### src/design/psim_pkg.sv
// Package: shared constants, controller states and control structs for the similarity block.
package psim_pkg;

  // Field widths
  localparam int unsigned COORD_W = 16;
  localparam int unsigned CURV_W  = 16;
  localparam int unsigned FLOOR_W = 16;
  localparam int unsigned SIM_W   = 32;
  localparam int unsigned IDX_W   = 2;

  // Accumulator and square widths
  localparam int unsigned NORM_W  = 42;
  localparam int unsigned DIFF_W  = 44;
  localparam int unsigned SQ_W    = 31;
  localparam int unsigned SQD_W   = 32;

  // Datapath widths
  localparam int unsigned PROD_N_W   = CURV_W + NORM_W;   // c * |x|^2
  localparam int unsigned PROD_X_W   = CURV_W + DIFF_W;   // c * |u-v|^2
  localparam int unsigned MAG_W      = 32;                // factor magnitude
  localparam int unsigned PM_W       = 2 * MAG_W;         // factor product, Q.56
  localparam int unsigned DEN_W      = 35;                // denominator, Q.28
  localparam int unsigned QUO_SHIFT  = 5;                 // extra quotient bits
  localparam int unsigned DIVD_W     = PROD_X_W + QUO_SHIFT;
  localparam int unsigned FACT_SHIFT = 12;                // Q.40 down to Q.28
  localparam int unsigned DEN_SHIFT  = 28;                // Q.56 down to Q.28

  // Divider step count and the steps whose quotient bits lie above the output range
  localparam int unsigned DIV_STEPS = DIVD_W;
  localparam int unsigned SAT_STEPS = DIVD_W - SIM_W;
  localparam int unsigned CNT_W     = $clog2(DIV_STEPS);

  // 1.0 in the Q.40 format of c * |x|^2, and the clamp of a negative factor (8.0 in Q.28)
  localparam logic [PROD_N_W-1:0] BALL_ONE  = PROD_N_W'(64'h100_0000_0000);
  localparam logic [MAG_W-1:0]    MAG_LIMIT = 32'h8000_0000;

  // Register reset values
  localparam logic [CURV_W-1:0]  CURV_RESET  = 16'd4096;
  localparam logic [FLOOR_W-1:0] FLOOR_RESET = 16'd1;

  // Register indexes
  localparam logic [IDX_W-1:0] REG_CURVATURE = 2'd0;
  localparam logic [IDX_W-1:0] REG_DEN_FLOOR = 2'd1;

  typedef enum logic [2:0] {
    ST_ACCUM,
    ST_SUM,
    ST_MULT,
    ST_FACT,
    ST_PROD,
    ST_START,
    ST_DIV,
    ST_STORE
  } state_e;

  typedef struct packed {
    logic in_ready;
    logic mult_en;
    logic fact_en;
    logic prod_en;
    logic div_start;
    logic out_load;
  } ctrl_cmd_t;

  typedef struct packed {
    logic last_xfer;
    logic div_done;
    logic out_free;
  } ctrl_status_t;

endpackage

### src/design/psim_ctrl.sv
// Controller: sequences accumulation, the factor and product stages, the division and the result load.
module psim_ctrl (
  input  logic                    clk_i,
  input  logic                    rst_ni,
  input  psim_pkg::ctrl_status_t  status_i,
  output psim_pkg::ctrl_cmd_t     cmd_o
);
  import psim_pkg::*;

  state_e state_q, state_d;

  // Next state
  always_comb begin
    state_d = state_q;
    unique case (state_q)
      ST_ACCUM: if (status_i.last_xfer) state_d = ST_SUM;
      ST_SUM:   state_d = ST_MULT;
      ST_MULT:  state_d = ST_FACT;
      ST_FACT:  state_d = ST_PROD;
      ST_PROD:  state_d = ST_START;
      ST_START: state_d = ST_DIV;
      ST_DIV:   if (status_i.div_done) state_d = ST_STORE;
      ST_STORE: if (status_i.out_free) state_d = ST_ACCUM;
      default:  state_d = ST_ACCUM;
    endcase
  end

  // Outputs
  always_comb begin
    cmd_o = '0;
    unique case (state_q)
      ST_ACCUM: cmd_o.in_ready  = 1'b1;
      ST_SUM:   ;
      ST_MULT:  cmd_o.mult_en   = 1'b1;
      ST_FACT:  cmd_o.fact_en   = 1'b1;
      ST_PROD:  cmd_o.prod_en   = 1'b1;
      ST_START: cmd_o.div_start = 1'b1;
      ST_DIV:   ;
      ST_STORE: cmd_o.out_load  = status_i.out_free;
      default:  cmd_o = '0;
    endcase
  end

  always_ff @(posedge clk_i or negedge rst_ni) begin
    if (!rst_ni) begin
      state_q <= ST_ACCUM;
    end else begin
      state_q <= state_d;
    end
  end

endmodule

### config.mk
export PLATFORM = sky130hd
export DESIGN_NAME = psim_ctrl
export DESIGN_NICKNAME = d
export VERILOG_FILES = /design/src/design/psim_pkg.sv /design/src/design/psim_ctrl.sv
export SDC_FILE = /design/constraint.sdc
export NUM_CORES = 1
export LEC_CHECK = 0
export ABC_AREA = 1
export BUFFER_PORTS_ARGS = -buffer_cell sky130_fd_sc_hd__buf_4
export CORE_AREA = 3 3 40 42
export CTS_BUF_LIST = sky130_fd_sc_hd__clkbuf_8
export DETAILED_ROUTE_END_ITERATION = 8
export DIE_AREA = 0 0 43 45
export GPL_ROUTABILITY_DRIVEN = 1
export PLACE_DENSITY = 0.48
export SLEW_MARGIN = 20
export SYNTH_ARGS = -nofsm -noshare
export SYNTH_HDL_FRONTEND = slang
export SYNTH_SLANG_ARGS = --single-unit
### constraint.sdc
create_clock -name clk_i -period 1.02 [get_ports clk_i]
set_clock_uncertainty 0.15 [all_clocks]
set_input_delay 0.153 -clock clk_i [delete_from_list [all_inputs] [get_ports clk_i]]
set_output_delay 0.153 -clock clk_i [all_outputs]
set_load 0.05 [all_outputs]
==> summary.txt <==
Yosys
  – Ys Warns: 0
  – Ranking of synthesized cells by area: dfrtp_1 37%, inv_1 15%, nor2_1 15%, nand2_1 11%, a21oi_1 7.3%
  – Sequential area share after synthesis: a little over a third
  – Top cell type's share of synthesized area: between 30% and 40%
  – Syn Std Cell Area: approximately 200 sq um
  – Syn_area_per_cell: roughly 6.2 sq um
  – Post-synthesis net count: 38
  – #FFs+latches synth: 3
  – Netlist cell types: 10
  – Synth area leader: dfrtp_1
  – Mapped Cells: 33

Floorplan
  – Die Span Y: between 40 and 50 um
  – Die ar.: slightly below 2000 sq um
  – Core box area: 1285 sq um
  – Ports: 11
  – Initial Util: 15.97%
  – Row cnt: 13
  – Die width: roughly 43 um

Status
  – Outcome: finished, violations left
  – Failing checks: setup timing

Drt
  – DRT Pass-1 Iters: 1
  – Drt total wl: about 680 um
  – DR vias: 282
  – Antenna-violating nets left: 0
  – Vias per cell: 3.811
  – Wire per inst: 9.162 um
  – Number of DRC markers in iteration 0: 0
  – Post-route DRC: 0

Pwr
  – Comb power frac: a little under three quarters
  – Psw: around 1000 uW
  – Leak: 0.0002958 uW
  – Post-layout power: ~2200 uW
  – Max rail drop VDD: between 1.5 and 2 mV
  – Flop pwr share: a little over an eighth
  – Pwr per Cell Area: 3626 nW/um^2
  – Cell-internal power: about 1200 uW
  – Clock group share of total power: between 15 and 20%
  – Switching share of power: approximately 46%

STA
  – Worst slew pin tran: ~0.16 ns
  – Final Max Slew Viols: 0
  – Final setup margin: -0.3700 ns
  – Hold Vio Cnt, Final: 0
  – RSZ-0062 raised after global routing: true
  – F_max: between 700 and 800 MHz
  – Minimum clock period: ~1.4 ns
  – Setup Viol. Count Final: 9
  – Crit share post-route: 136.3%
  – Rel. slew slack: 89.22%
  – Min Hold Slack: 0.06563 ns

Placed design
  – IO buf count: 10
  – GP Congestion: between 0.7 and 0.8
  – Dpl hpwl: around 500 um
  – Placed cell areas: 439.2 sq um
  – Setup WS pre-CTS: -0.1813 ns

Layout
  – Layout cells sized above 1: between 70% and 80%
  – Inserted Diodes: 0
  – Commonest non-fill, non-tap cell in the layout: buf_4
  – Regs by FF count: state_q x3
  – Filler Cells Inserted: between 100 and 150
  – Final Core Density: about 47%
  – Multi-input gate area: between 150 and 200 sq um
  – Area growth, synth to finish: 193.3%
  – Max reg flops: 3
  – Commonest cells after routing, fill and taps aside: 10 x buf_4, 8 x inv_1, 6 x nor2_4
  – FF+latch area: between 70 and 80 sq um
  – Design Area, Final: between 600 and 700 sq um
  – Nets: 65
  – Most flop-heavy register: state_q

GRT
  – Vias in the first global route: ~320
  – GRT Total Usage: about 8.8%
  – Initial antenna violation count: 0
  – Remaining global-route overflow: 0
  – Largest net degree at the start of global routing: 6
  – First-pass GRT wire length: around 1200 um

Setup path
  – Setup CP Type: flip-flop to primary output
  – Startpoint types: flip-flop
  – CP Capture Type: primary output
  – Critical path origin: state_q[0]
  – Arrival @ worst endpoint: about 1.1 ns
  – Crit path max fanout: 5
  – R2r startpoint: state_q[0]
  – Required @ worst endpoint: 0.72 ns

Clocking
  – Clock sink count: 3
  – Clock Tree Buf Depth: 2
  – Reg clk slew, reported paths: 0.03 ns
  – CTS tree: done
  – H-tree depth: 1
  – CTS Buf Count: 3
  – Worst-skew pair later-pin latency: ~0.21 ns
  – Clock root buffer: clkbuf_8

Worst hold path
  – Hold Crit Class: primary input to flip-flop
  – Min-delay src: status_i[0]

Job
  – Max cap viols: 0
==> worst max-delay path, stage by stage (launching register included) <==
cell     delay, ns
dfrtp_2       0.45
inv_4         0.12
nand2_4       0.07
nor2_4        0.09
buf_8         0.15
==> cells in the mapped netlist <==
cell / number
dfrtp_1: 3
inv_2: 1
nand2_2: 1
nand2_1: 6
nand4_1: 1
nand3_2: 1
inv_1: 8
nor2_2: 1
a21oi_1: 3
nor2_1: 8
==> logic make-up after synthesis <==
group | Yosys count | synth area share, %
AOI/OAI and AO/OA | 3 | 7.315
DFF | 3 | 36.58
and+or+nand+nor | 18 | 39.64
buffers and inverters | 9 | 16.46
==> cell type report <==
class                      count  share of cell area [%]
timing repair buffer          22                   39.29
multi-input combinational     21                   31.19
sequential                     3                   12.89
clock buffer                   3                   6.861
inverter                       9                   6.029
tap                           15                   3.119
clock inverter                 1                  0.6237
==> timing repair <==
item,CTS,global route
resized for setup,16,7
hold buffers,1,0
setup buffers,3,3
hold endpoints to repair,3,0
pin swaps,5,1
setup endpoints to repair,9,9
==> path summary, 6_finish.rpt <==
check | depth (start not counted) | slack, ns | to
max in group asynchronous | 2 | 0.50 | state_q[0]
worst max register to register | 7 | -0.32 | state_q[1]
worst min register to register | 2 | 0.50 | state_q[0]
worst min-delay path | 4 | 0.07 | state_q[0]
worst max-delay path | 4 | -0.37 | cmd_o[5]
min in group asynchronous | 2 | 0.11 | state_q[1]
==> power by group through the flow <==
stage	registers, uW	clock network (uW)	logic (uW)
after floorplan	327	0	696
final	290	334	1560
after global routing	301	364	1660
after detailed placement	283	0	1200
after global placement	282	0	1200
after CTS	291	345	1450
==> routing by layer <==
layer / routed length [um] / vias to the layer above / part of all wire [%] / GRT usage [%]
met5: 0 / - / 0 / 0
met4: 0 / 0 / 0 / 7.229
met1: 242 / 129 / 36 / 8.696
met3: 24 / 0 / 3.5 / 2.390
li1: - / 147 / - / -
met2: 411 / 6 / 61 / 15.27
==> metrics by stage <==
| step | std cells | setup TNS [ns] |
|---|---|---|
| floorplan | 33 | -1.508 |
| global placement | 66 | -1.468 |
| detailed placement | 66 | -1.465 |
| CTS | 73 | -2.684 |
| global route | 74 | -3.138 |
| finish | 74 | -2.706 |
Power figures use the tool's default switching activity.
